$ cat config.mk
export PLATFORM = sky130hd
export DESIGN_NAME = ultrasonic_echo_ranger
export DESIGN_NICKNAME = d
export VERILOG_FILES = /design/src/hdl/uer_pkg.sv /design/src/hdl/ultrasonic_echo_ranger.sv /design/src/hdl/uer_csr.sv /design/src/hdl/uer_scale.sv /design/src/hdl/uer_core.sv /design/src/hdl/uer_skid.sv
export SDC_FILE = /design/constraint.sdc
export NUM_CORES = 2
export LEC_CHECK = 0
export BUFFER_PORTS_ARGS = -buffer_cell sky130_fd_sc_hd__buf_4
export CAP_MARGIN = 20
export CORE_MARGIN = 1
export CORE_UTILIZATION = 45
export DETAILED_ROUTE_END_ITERATION = 10
export HOLD_SLACK_MARGIN = 0.03
export PLACE_DENSITY = 0.64
export SLEW_MARGIN = 0
export SYNTH_ARGS = -nofsm -noshare
export SYNTH_HDL_FRONTEND = slang
export SYNTH_SLANG_ARGS = --single-unit
$ cat constraint.sdc
create_clock -name clock -period 18.7 [get_ports clock]
set_input_delay 2.805 -clock clock [delete_from_list [all_inputs] [get_ports clock]]
set_output_delay 2.805 -clock clock [all_outputs]
set_load 0.02 [all_outputs]
$ cat src/hdl/uer_pkg.sv
`default_nettype none
package uer_pkg;

   localparam int COUNT_WIDTH_DEFAULT = 20;

   localparam int TIMEOUT_W = 20;
   localparam int TRIGGER_W = 8;
   localparam int HOLDOFF_W = 20;
   localparam int PULSE_W   = 20;
   localparam int CM_W      = 19;
   localparam int INCH_W    = 17;
   localparam int CSR_IDX_W = 2;
   localparam int CSR_DAT_W = 20;

   localparam logic [TIMEOUT_W-1:0] TIMEOUT_RESET = 20'd30000;
   localparam logic [TRIGGER_W-1:0] TRIGGER_RESET = 8'd10;
   localparam logic [HOLDOFF_W-1:0] HOLDOFF_RESET = 20'd100000;

   localparam logic [CSR_IDX_W-1:0] REG_TIMEOUT = 2'd0;
   localparam logic [CSR_IDX_W-1:0] REG_TRIGGER = 2'd1;
   localparam logic [CSR_IDX_W-1:0] REG_HOLDOFF = 2'd2;

   // Reciprocals of 29 and 37 scaled by 2**32; exact for the operand range used.
   localparam int RECIP_SHIFT  = 32;
   localparam int CM_RECIP_W   = 28;
   localparam int INCH_RECIP_W = 27;
   localparam logic [CM_RECIP_W-1:0]   CM_RECIP   = 28'd148102321;
   localparam logic [INCH_RECIP_W-1:0] INCH_RECIP = 27'd116080198;

   typedef enum logic [5:0] {
      PH_IDLE      = 6'b000001,
      PH_WAIT_LOW  = 6'b000010,
      PH_TRIG      = 6'b000100,
      PH_WAIT_HIGH = 6'b001000,
      PH_COUNT     = 6'b010000,
      PH_HOLDOFF   = 6'b100000
   } phase_type;

   typedef struct packed {
      logic [TIMEOUT_W-1:0] timeout_ticks;
      logic [TRIGGER_W-1:0] trigger_ticks;
      logic [HOLDOFF_W-1:0] holdoff_ticks;
   } cfg_type;

   typedef struct packed {
      logic [INCH_W-1:0]  distance_inch_q4;
      logic [CM_W-1:0]    distance_cm_q4;
      logic [PULSE_W-1:0] pulse_ticks;
      logic               failed;
      logic               done_res;
      logic               busy_res;
      logic               trigger_out;
   } rsp_type;

endpackage
`default_nettype wire

$ cat src/hdl/ultrasonic_echo_ranger.sv
// The result word for a tick is registered in the output stage when the tick word is accepted.
// Throughput: one tick word per cycle while req_tready is high, as the phase machine updates on each accepted word.
// A two-entry output stage keeps req_tready high until two results wait untaken.
// Reset is synchronous: the phase machine goes idle, counters and held results clear,
// and the three registers return to timeout 30000, trigger 10 and holdoff 100000.
`default_nettype none
module ultrasonic_echo_ranger #(
   parameter int COUNT_WIDTH = uer_pkg::COUNT_WIDTH_DEFAULT
) (
   input  wire logic                           clock,
   input  wire logic                           reset,
   input  wire logic                           req_tvalid,
   output logic                                req_tready,
   // Fields from bit 0: start_req, echo_level, zero fill.
   input  wire logic [7:0]                     req_tdata,
   output logic                                rsp_tvalid,
   input  wire logic                           rsp_tready,
   // Fields from bit 0: trigger_out, busy_res, failed, pulse_ticks,
   // distance_cm_q4, distance_inch_q4, zero fill.
   output logic [63:0]                         rsp_tdata,
   // Carries done_res, the last word of a measurement.
   output logic                                rsp_tlast,
   input  wire logic                           csr_valid,
   output logic                                csr_ready,
   input  wire logic [uer_pkg::CSR_IDX_W-1:0] csr_index,
   input  wire logic [uer_pkg::CSR_DAT_W-1:0] csr_data
);

   uer_pkg::cfg_type cfg;
   uer_pkg::rsp_type core_rsp;
   uer_pkg::rsp_type out_rsp;
   logic             accept;

   assign csr_ready = 1'b1;
   assign accept    = req_tvalid & req_tready;

   uer_csr u_csr (
      .clock     (clock),
      .reset     (reset),
      .csr_write (csr_valid & csr_ready),
      .csr_index (csr_index),
      .csr_data  (csr_data),
      .cfg       (cfg)
   );

   uer_core #(
      .COUNT_WIDTH (COUNT_WIDTH)
   ) u_core (
      .clock      (clock),
      .reset      (reset),
      .accept     (accept),
      .start_req  (req_tdata[0]),
      .echo_level (req_tdata[1]),
      .cfg        (cfg),
      .rsp        (core_rsp)
   );

   uer_skid u_skid (
      .clock      (clock),
      .reset      (reset),
      .push       (accept),
      .push_data  (core_rsp),
      .push_ready (req_tready),
      .out_valid  (rsp_tvalid),
      .out_ready  (rsp_tready),
      .out_data   (out_rsp)
   );

   assign rsp_tdata = {5'b00000,
                       out_rsp.distance_inch_q4,
                       out_rsp.distance_cm_q4,
                       out_rsp.pulse_ticks,
                       out_rsp.failed,
                       out_rsp.busy_res,
                       out_rsp.trigger_out};
   assign rsp_tlast = out_rsp.done_res;

endmodule
`default_nettype wire

$ cat src/hdl/uer_csr.sv
`default_nettype none
module uer_csr (
   input  wire logic                           clock,
   input  wire logic                           reset,
   input  wire logic                           csr_write,
   input  wire logic [uer_pkg::CSR_IDX_W-1:0] csr_index,
   input  wire logic [uer_pkg::CSR_DAT_W-1:0] csr_data,
   output uer_pkg::cfg_type                    cfg
);

   uer_pkg::cfg_type cfg_ff;
   uer_pkg::cfg_type cfg_in;

   always_comb begin
      cfg_in = cfg_ff;
      if (csr_write) begin
         case (csr_index)
            uer_pkg::REG_TIMEOUT: begin
               cfg_in.timeout_ticks = csr_data[uer_pkg::TIMEOUT_W-1:0];
            end
            uer_pkg::REG_TRIGGER: begin
               cfg_in.trigger_ticks = csr_data[uer_pkg::TRIGGER_W-1:0];
            end
            uer_pkg::REG_HOLDOFF: begin
               cfg_in.holdoff_ticks = csr_data[uer_pkg::HOLDOFF_W-1:0];
            end
            default: begin
               cfg_in = cfg_ff;
            end
         endcase
      end
   end

   always_ff @(posedge clock) begin
      if (reset) begin
         cfg_ff.timeout_ticks <= uer_pkg::TIMEOUT_RESET;
         cfg_ff.trigger_ticks <= uer_pkg::TRIGGER_RESET;
         cfg_ff.holdoff_ticks <= uer_pkg::HOLDOFF_RESET;
      end else begin
         cfg_ff <= cfg_in;
      end
   end

   assign cfg = cfg_ff;

endmodule
`default_nettype wire

$ cat src/hdl/uer_scale.sv
`default_nettype none
module uer_scale (
   input  wire logic [uer_pkg::PULSE_W-1:0] pulse,
   output logic [uer_pkg::CM_W-1:0]         distance_cm_q4,
   output logic [uer_pkg::INCH_W-1:0]       distance_inch_q4
);

   // cm = 16*p/58 = 8*p/29, inch = 16*p/148 = 4*p/37.
   localparam int CM_X_W     = uer_pkg::PULSE_W + 3;
   localparam int INCH_X_W   = uer_pkg::PULSE_W + 2;
   localparam int CM_PROD_W   = CM_X_W + uer_pkg::CM_RECIP_W;
   localparam int INCH_PROD_W = INCH_X_W + uer_pkg::INCH_RECIP_W;

   logic [CM_X_W-1:0]      cm_x;
   logic [INCH_X_W-1:0]    inch_x;
   logic [CM_PROD_W-1:0]   cm_prod;
   logic [INCH_PROD_W-1:0] inch_prod;

   assign cm_x      = {pulse, 3'b000};
   assign inch_x    = {pulse, 2'b00};
   assign cm_prod   = CM_PROD_W'(cm_x) * CM_PROD_W'(uer_pkg::CM_RECIP);
   assign inch_prod = INCH_PROD_W'(inch_x) * INCH_PROD_W'(uer_pkg::INCH_RECIP);

   assign distance_cm_q4 =
      cm_prod[uer_pkg::RECIP_SHIFT +: uer_pkg::CM_W];
   assign distance_inch_q4 =
      inch_prod[uer_pkg::RECIP_SHIFT +: uer_pkg::INCH_W];

endmodule
`default_nettype wire

$ cat src/hdl/uer_core.sv
`default_nettype none
module uer_core #(
   parameter int COUNT_WIDTH = uer_pkg::COUNT_WIDTH_DEFAULT
) (
   input  wire logic       clock,
   input  wire logic       reset,
   input  wire logic       accept,
   input  wire logic       start_req,
   input  wire logic       echo_level,
   input  uer_pkg::cfg_type cfg,
   output uer_pkg::rsp_type rsp
);

   localparam int CMPW = (COUNT_WIDTH > uer_pkg::PULSE_W) ? COUNT_WIDTH : uer_pkg::PULSE_W;
   localparam logic [COUNT_WIDTH-1:0] CNT_MAX = {COUNT_WIDTH{1'b1}};

   uer_pkg::phase_type phase_ff, phase_in;
   logic [COUNT_WIDTH-1:0]      tick_count_ff, tick_count_in;
   logic [COUNT_WIDTH-1:0]      held_ff, held_in;
   logic [uer_pkg::CM_W-1:0]    cm_ff, cm_in;
   logic [uer_pkg::INCH_W-1:0]  inch_ff, inch_in;
   logic                        last_ok_ff, last_ok_in;

   logic [CMPW-1:0]             count_ext;
   logic [CMPW-1:0]             timeout_ext;
   logic [CMPW-1:0]             held_ext;
   logic [COUNT_WIDTH-1:0]      count_inc;
   logic [COUNT_WIDTH-1:0]      high_base;
   logic                        wait_expired;
   logic                        high_expired;
   logic                        holdoff_end;
   logic [uer_pkg::CM_W-1:0]    scale_cm;
   logic [uer_pkg::INCH_W-1:0]  scale_inch;
   logic                        trig, busy, done, err, capture;

   assign count_ext    = CMPW'(tick_count_ff);
   assign timeout_ext  = CMPW'(cfg.timeout_ticks);
   assign count_inc    = COUNT_WIDTH'(tick_count_ff + 1'b1);
   assign wait_expired = (count_ext >= timeout_ext) || (tick_count_ff == CNT_MAX);
   // When the echo rises during the wait, the first counted tick starts from zero.
   assign high_base    = echo_level ? '0 : tick_count_ff;
   assign high_expired = (CMPW'(high_base) >= timeout_ext) || (high_base == CNT_MAX);
   assign holdoff_end  = (CMPW'(count_inc) >= CMPW'(cfg.holdoff_ticks)) ||
                         (count_inc == CNT_MAX);

   uer_scale u_scale (
      .pulse            (count_ext[uer_pkg::PULSE_W-1:0]),
      .distance_cm_q4   (scale_cm),
      .distance_inch_q4 (scale_inch)
   );

   always_comb begin
      phase_in      = phase_ff;
      tick_count_in = tick_count_ff;
      trig          = 1'b0;
      busy          = 1'b1;
      done          = 1'b0;
      err           = 1'b0;
      capture       = 1'b0;
      case (phase_ff)
         uer_pkg::PH_IDLE: begin
            if (start_req) begin
               phase_in      = uer_pkg::PH_WAIT_LOW;
               tick_count_in = '0;
            end else begin
               busy = 1'b0;
            end
         end
         uer_pkg::PH_WAIT_LOW: begin
            if (!echo_level) begin
               phase_in      = uer_pkg::PH_TRIG;
               tick_count_in = COUNT_WIDTH'(1);
               trig          = 1'b1;
            end else if (wait_expired) begin
               err = 1'b1;
            end else begin
               tick_count_in = count_inc;
            end
         end
         uer_pkg::PH_TRIG: begin
            if (count_ext >= CMPW'(cfg.trigger_ticks)) begin
               phase_in      = uer_pkg::PH_WAIT_HIGH;
               tick_count_in = '0;
            end else begin
               tick_count_in = count_inc;
               trig          = 1'b1;
            end
         end
         uer_pkg::PH_WAIT_HIGH: begin
            if (echo_level) begin
               phase_in = uer_pkg::PH_COUNT;
            end
            if (high_expired) begin
               err = 1'b1;
            end else begin
               tick_count_in = COUNT_WIDTH'(high_base + 1'b1);
            end
         end
         uer_pkg::PH_COUNT: begin
            if (echo_level) begin
               if (wait_expired) begin
                  err = 1'b1;
               end else begin
                  tick_count_in = count_inc;
               end
            end else begin
               capture       = 1'b1;
               done          = 1'b1;
               tick_count_in = '0;
               phase_in      = (cfg.holdoff_ticks == '0) ? uer_pkg::PH_IDLE
                                                         : uer_pkg::PH_HOLDOFF;
            end
         end
         uer_pkg::PH_HOLDOFF: begin
            tick_count_in = count_inc;
            if (holdoff_end) begin
               phase_in      = uer_pkg::PH_IDLE;
               tick_count_in = '0;
            end
         end
         default: begin
            phase_in      = uer_pkg::PH_IDLE;
            tick_count_in = '0;
            busy          = 1'b0;
         end
      endcase
      if (err) begin
         done          = 1'b1;
         phase_in      = uer_pkg::PH_IDLE;
         tick_count_in = '0;
      end
   end

   assign held_in    = capture ? tick_count_ff : held_ff;
   assign cm_in      = capture ? scale_cm : cm_ff;
   assign inch_in    = capture ? scale_inch : inch_ff;
   assign last_ok_in = capture | (last_ok_ff & ~err);
   assign held_ext   = CMPW'(held_in);

   always_comb begin
      rsp.trigger_out      = trig;
      rsp.busy_res         = busy;
      rsp.done_res         = done;
      rsp.failed           = err;
      rsp.pulse_ticks      = held_ext[uer_pkg::PULSE_W-1:0];
      rsp.distance_cm_q4   = last_ok_in ? cm_in : '0;
      rsp.distance_inch_q4 = last_ok_in ? inch_in : '0;
   end

   always_ff @(posedge clock) begin
      if (reset) begin
         phase_ff      <= uer_pkg::PH_IDLE;
         tick_count_ff <= '0;
         held_ff       <= '0;
         cm_ff         <= '0;
         inch_ff       <= '0;
         last_ok_ff    <= 1'b0;
      end else if (accept) begin
         phase_ff      <= phase_in;
         tick_count_ff <= tick_count_in;
         held_ff       <= held_in;
         cm_ff         <= cm_in;
         inch_ff       <= inch_in;
         last_ok_ff    <= last_ok_in;
      end
   end

endmodule
`default_nettype wire

$ cat src/hdl/uer_skid.sv
`default_nettype none
module uer_skid (
   input  wire logic        clock,
   input  wire logic        reset,
   input  wire logic        push,
   input  uer_pkg::rsp_type push_data,
   output logic             push_ready,
   output logic             out_valid,
   input  wire logic        out_ready,
   output uer_pkg::rsp_type out_data
);

   logic             out_valid_ff, out_valid_in;
   logic             skid_valid_ff, skid_valid_in;
   uer_pkg::rsp_type out_data_ff, out_data_in;
   uer_pkg::rsp_type skid_data_ff, skid_data_in;
   logic             pop;

   assign pop = out_valid_ff & out_ready;

   always_comb begin
      out_valid_in  = out_valid_ff;
      skid_valid_in = skid_valid_ff;
      out_data_in   = out_data_ff;
      skid_data_in  = skid_data_ff;
      if (pop) begin
         if (skid_valid_ff) begin
            out_data_in   = skid_data_ff;
            skid_valid_in = 1'b0;
         end else if (push) begin
            out_data_in = push_data;
         end else begin
            out_valid_in = 1'b0;
         end
      end else if (push) begin
         if (!out_valid_ff) begin
            out_data_in  = push_data;
            out_valid_in = 1'b1;
         end else begin
            skid_data_in  = push_data;
            skid_valid_in = 1'b1;
         end
      end
   end

   always_ff @(posedge clock) begin
      if (reset) begin
         out_valid_ff  <= 1'b0;
         skid_valid_ff <= 1'b0;
      end else begin
         out_valid_ff  <= out_valid_in;
         skid_valid_ff <= skid_valid_in;
      end
   end

   always_ff @(posedge clock) begin
      out_data_ff  <= out_data_in;
      skid_data_ff <= skid_data_in;
   end

   assign push_ready = ~skid_valid_ff;
   assign out_valid  = out_valid_ff;
   assign out_data   = out_data_ff;

endmodule
`default_nettype wire

Word level (Yosys, flattened, before mapping)
Index checks and enable logic that the tools add are counted.
W data, S select, Z words.
{"block": "op_classes", "add_sub_neg": 2, "n_mul": 2, "n_lt_le_gt_ge": 4, "n_eq_ne": 21, "n_mux": 44, "bitwise": 7, "reduce_logical": 19}
{"cell": "$mux W60", "n": 5}
{"cell": "$mux W20", "n": 10}
{"cell": "$pmux W20 S6", "n": 1}
{"cell": "$eq A20 B20 Y1 const B", "n": 3}
{"cell": "$ge A20 B20 Y1", "n": 3}
{"cell": "$mul A20 B28 Y48 const B", "n": 1}
{"cell": "$mux W6", "n": 8}
{"cell": "$mul A20 B26 Y46 const B", "n": 1}
{"cell": "$add A20 B1 Y20 const B", "n": 2}
{"cell": "$mux W19", "n": 2}
{"cell": "$pmux W6 S6", "n": 1}
{"cell": "$mux W17", "n": 2}
{"cell": "$ge A20 B8 Y1", "n": 1}
{"cell": "$logic_not A20 Y1", "n": 1}
{"cell": "$mux W1", "n": 12}
{"cell": "$ne A3 B2 Y1 const B", "n": 4}
{"cell": "$reduce_and A3 Y1", "n": 4}
{"cell": "$reduce_and A2 Y1", "n": 4}
{"cell": "$reduce_and A7 Y1", "n": 1}
{"cell": "$eq A6 B1 Y1 const B", "n": 1}
{"cell": "$eq A6 B2 Y1 const B", "n": 1}
{"cell": "$eq A6 B3 Y1 const B", "n": 1}
{"cell": "$eq A6 B4 Y1 const B", "n": 1}
{"cell": "$eq A6 B5 Y1 const B", "n": 1}
{"cell": "15 further kinds", "n": 28}
{"block": "totals", "ff_bits": 253, "in_bits": 35, "out_inout_bits": 68}

Depth between registers and ports, before layout
{"block": "logic_depth", "depth_word": 12, "mapped_depth": 27, "depth_no_buf": 26}

Hierarchy
A second synthesis with hierarchy kept.
{"block": "hier_totals", "hier_cells": 3136, "hier_area_um2": 30724.5}
{"mod": "uer_scale", "n_inst": 1, "cells_each": 1733, "area_each_um2": 17086.4, "seq_area_each_um2": 0.0}
{"mod": "uer_core", "n_inst": 1, "cells_each": 999, "area_each_um2": 7074.3, "seq_area_each_um2": 1661.6}
{"mod": "uer_skid", "n_inst": 1, "cells_each": 199, "area_each_um2": 4489.3, "seq_area_each_um2": 3643.5}
{"mod": "uer_csr", "n_inst": 1, "cells_each": 196, "area_each_um2": 2015.7, "seq_area_each_um2": 960.9}
{"mod": "ultrasonic_echo_ranger", "n_inst": 1, "cells_each": 9, "area_each_um2": 58.8, "seq_area_each_um2": 0.0}

Worst setup path after synthesis
No wires, ideal clock.
{"block": "synth_path", "path_type": "flip-flop to flip-flop", "start": "register u_core.tick_count_ff[18] (netlist: u_core.count_ext[18])", "end": "register u_skid.out_data_ff (netlist bit u_skid.out_data[58]) (data pin)", "setup_time_ns": 0.260, "t_arrival_ns": 7.068, "t_required_ns": 18.440, "setup_slack_ns": 11.372, "stages_incl_launch_ff": 27, "period_less_slack_ns": 7.328, "path_cell_list": "dfxtp_1 > clkbuf_1 > inv_1 > ha_1 > xor2_1 > ha_1 > nand2b_1 > inv_1 > fa_1 > inv_1 > fa_1 > fa_1 > fa_1 > inv_1 > fa_1 > inv_1 > ha_1 > a21oi_1 > o21ai_0 > a311oi_1 > o221ai_1 > a41oi_1 > o21ai_0 > a31o_2 > xor2_1 > a22o_1 > mux2_2"}
{"element": "from (decl)", "line_no": "uer_core.sv:18", "source": "logic [COUNT_WIDTH-1:0] tick_count_ff, tick_count_in;"}
{"element": "from (signal assigned)", "line_no": "uer_core.sv:160", "source": "tick_count_ff <= tick_count_in;"}
{"element": "to (signal assigned)", "line_no": "uer_skid.sv:57", "source": "out_data_ff <= out_data_in;"}
{"element": "to (decl)", "line_no": "uer_skid.sv:15", "source": "uer_pkg::rsp_type out_data_ff, out_data_in;"}

==> run summary <==
status = completed
Hold Path Class = register to register
Post-route DRC = 0
total wire length = 82800 um
io pins = 103
Pint = 0.000962 W
Switching Share = 26.0%
Post-CTS Setup Bufs = 0
Tcrit/Tclk final = 47.3%
Clk pin slew, worst setup/hold paths = 70 ps
sequential share of the synthesized area = 20.9%
final worst slack = 9850 ps
Vias = 21800
count leader, synth = inv_1
pwr dens = 40.0 mW/mm2
number of flops mapped to enable cells by yosys = 120
Antenna Cells = 0
startpoint types = register
DR WL/cell = 20.6 um
Synth Cell Area = 0.0299 mm2
number of global-route vias before repair = 21800
post-synthesis instance total = 3072
Critical Path RT = 18960 ps
hold-critical path depth = 2
Final ANT Viol Nets = 0
fraction of layout cells with a size suffix above 1 = 7.29%
yosys warns = 0
CP endpoint kind = register
Area contributors post-synth = fa_1 (26%), ha_1 (19%), edfxtp_1 (12%), dfxtp_1 (8.9%), inv_1 (8.2%)
CP peak stage delay = 710 ps
largest area contributor in the netlist = fa_1
GRT overflow = 0
Final Hold Viols = 0
placed cells = 3971
Max clock buf depth = 3
core outline area = 0.0657 mm2
Post-synth top flop = dfxtp_1
hold_sp = u_core.inch_ff[10]$_SDFFE_PP0P_
fmax = 0.113 GHz
Least-Margin Pin Slew = 1080 ps
Synth Register Bits = 253
Slew Limit Fails = 0
GR Util All Layers = 25.3%
antenna violations before repair = 2
maximum VDD drop = 0.0537 mV
Final Critical Period = 8850 ps
Avg Inst Size Synth = 9.74 um2
maxcap violations = 0
largest net degree at the start of global routing = 82
Rows = 94
Clock Sink Count = 253
# setup viols final = 0
post-cts resize count = 0
critical path buffer and inverter count = 6
TritonCTS clock tree = built
global-route wire length before repair = 130000 um
port buffer count = 90
number of different library cells in the post-synthesis netlist = 86
Async SR Flop Fraction = 0%
Die Wd = 260 um
Final TNS setup = 0 ps
HPWL Detailed = 66900 um
P_leak = 17.1 nW
Syn-to-layout area delta = 8.64%
htree depth = 1
Synth top area share = 25.8%
Via density = 5.41
Reg power frac = 47.2%
root buf cell = clkbuf_16
Psw = 0.000338 W
Nets = 4017
CP max FO = 20
Worst path top cell family by delay = adder cells
CP max stage cell = ha_1
Hold-fix buffers, CTS = 0
clk_skew = 10.9 ps
DRT iter0 DRCs = 1872
hold_ws = 453 ps
Design Power = 0.00130 W
Reg2Reg Launch Point = u_core.count_ext[18]$_SDFFE_PP0P_
critical path class = register to register
Crit. Startpoint = u_core.count_ext[18]$_SDFFE_PP0P_
DP Worst Slack = 9880 ps
total CTS buffers = 26
GPL Wtd Cong = 1.01
die height = 260 um
reg2reg path depth = 26
synth cell count leaders = inv_1 (657), ha_1 (461), fa_1 (385)
relative slew slack = 27.7%
Critical Path AT = 9110 ps
Non-Filler Instances = 4020
Die ar. = 0.0675 mm2
worst skew pair latency = 560 ps
combinational share of power = 12.2%
TritonRoute pass-1 iters = 6
setup repair after global routing missed its margin = no
Clk pwr share = 40.5%
critical path depth in cells = 26
starting density of the core = 45.5%
kinds of logic after synthesis:
group	Yosys count	synth area share, %
AO/OA/AOI/OAI	501	11.1
XOR/XNOR	72	2.11
adder cells (fa/ha/maj)	846	45.0
buffers and inverters	752	9.54
flip-flops	253	20.9
multiplexers	57	2.01
other	2	0.0251
AND/OR/NAND/NOR	589	9.25
cells in the final DEF (no fill, tap or decap), types with 18 or more instances in the layout:
cell type,netlist,routed
inv_1,657,657
ha_1,461,461
fa_1,385,385
nand2_1,213,213
a21oi_1,173,172
nor2_1,162,160
dfxtp_1,133,132
buf_4,6,125
edfxtp_1,120,120
o21ai_0,70,70
a21o_1,58,58
xnor2_1,57,57
nand3_1,42,41
a211oi_1,34,34
mux2i_1,32,32
nand4_1,27,27
clkbuf_16,0,27
mux2_2,25,25
nor3_1,24,24
a22o_1,20,20
a211o_1,18,18
metrics by stage:
step | instance area [um2] | util, %
after floorplan | 29900 | -
after global placement | 31600 | 48.1
after detailed placement | 31600 | 48.1
after CTS | 32500 | 49.4
after global routing | 32500 | 49.4
final | 32500 | 49.4
sequential cells by signal, indices dropped and copies added, names as in the netlist:
signal / cells
u_skid.out_data: 60
u_skid.skid_valid_ff: 1
u_core.inch_ff: 17
u_skid.out_valid: 1
u_core.count_ext: 20
u_csr.cfg: 48
u_core.phase_ff: 6
u_core.held_ff: 20
u_core.cm_ff: 19
u_skid.skid_data_ff: 60
u_core.last_ok_ff: 1
tightest hold or removal path, cell delays in order, from the launching register on:
cell	delay, ps
dfxtp_1	310
nand2_1	50
a21oi_1	50
final timing paths:
kind | endpoint | slack, ps
max | u_skid.out_data[59]$_DFFE_PP_ | 9850
min | u_core.inch_ff[10]$_SDFFE_PP0P_ | 450
max reg2reg | u_skid.out_data[59]$_DFFE_PP_ | 9850
min reg2reg | u_core.inch_ff[10]$_SDFFE_PP0P_ | 450
cell type report:
cell class,instances,area [um2]
clock buffer,35,726
clock inverter,13,129
fill,6131,33200
inverter,658,2470
multi-input combinational,2071,20900
sequential,253,6270
tap,864,1080
timing repair buffer,126,966
power groups by stage:
stage | Clock [W] | Combinational, W | Sequential [W]
after global placement | 0 | 0.000157 | 0.000625
final | 0.000527 | 0.000159 | 0.000614
after CTS | 0.000538 | 0.000160 | 0.000614
after global routing | 0.000557 | 0.000177 | 0.000616
after detailed placement | 0 | 0.000158 | 0.000626
after floorplan | 0 | 0.0000913 | 0.000638
layer usage:
layer / global-route usage (%) / up-vias / part of all wire [%]
li1: - / 10300 / -
met1: 36.0 / 10700 / 45
met2: 40.0 / 695 / 45
met3: 2.86 / 145 / 6.6
met4: 8.20 / 2 / 3.6
met5: 0 / - / 0.013
(Power assumes the default switching activity.)
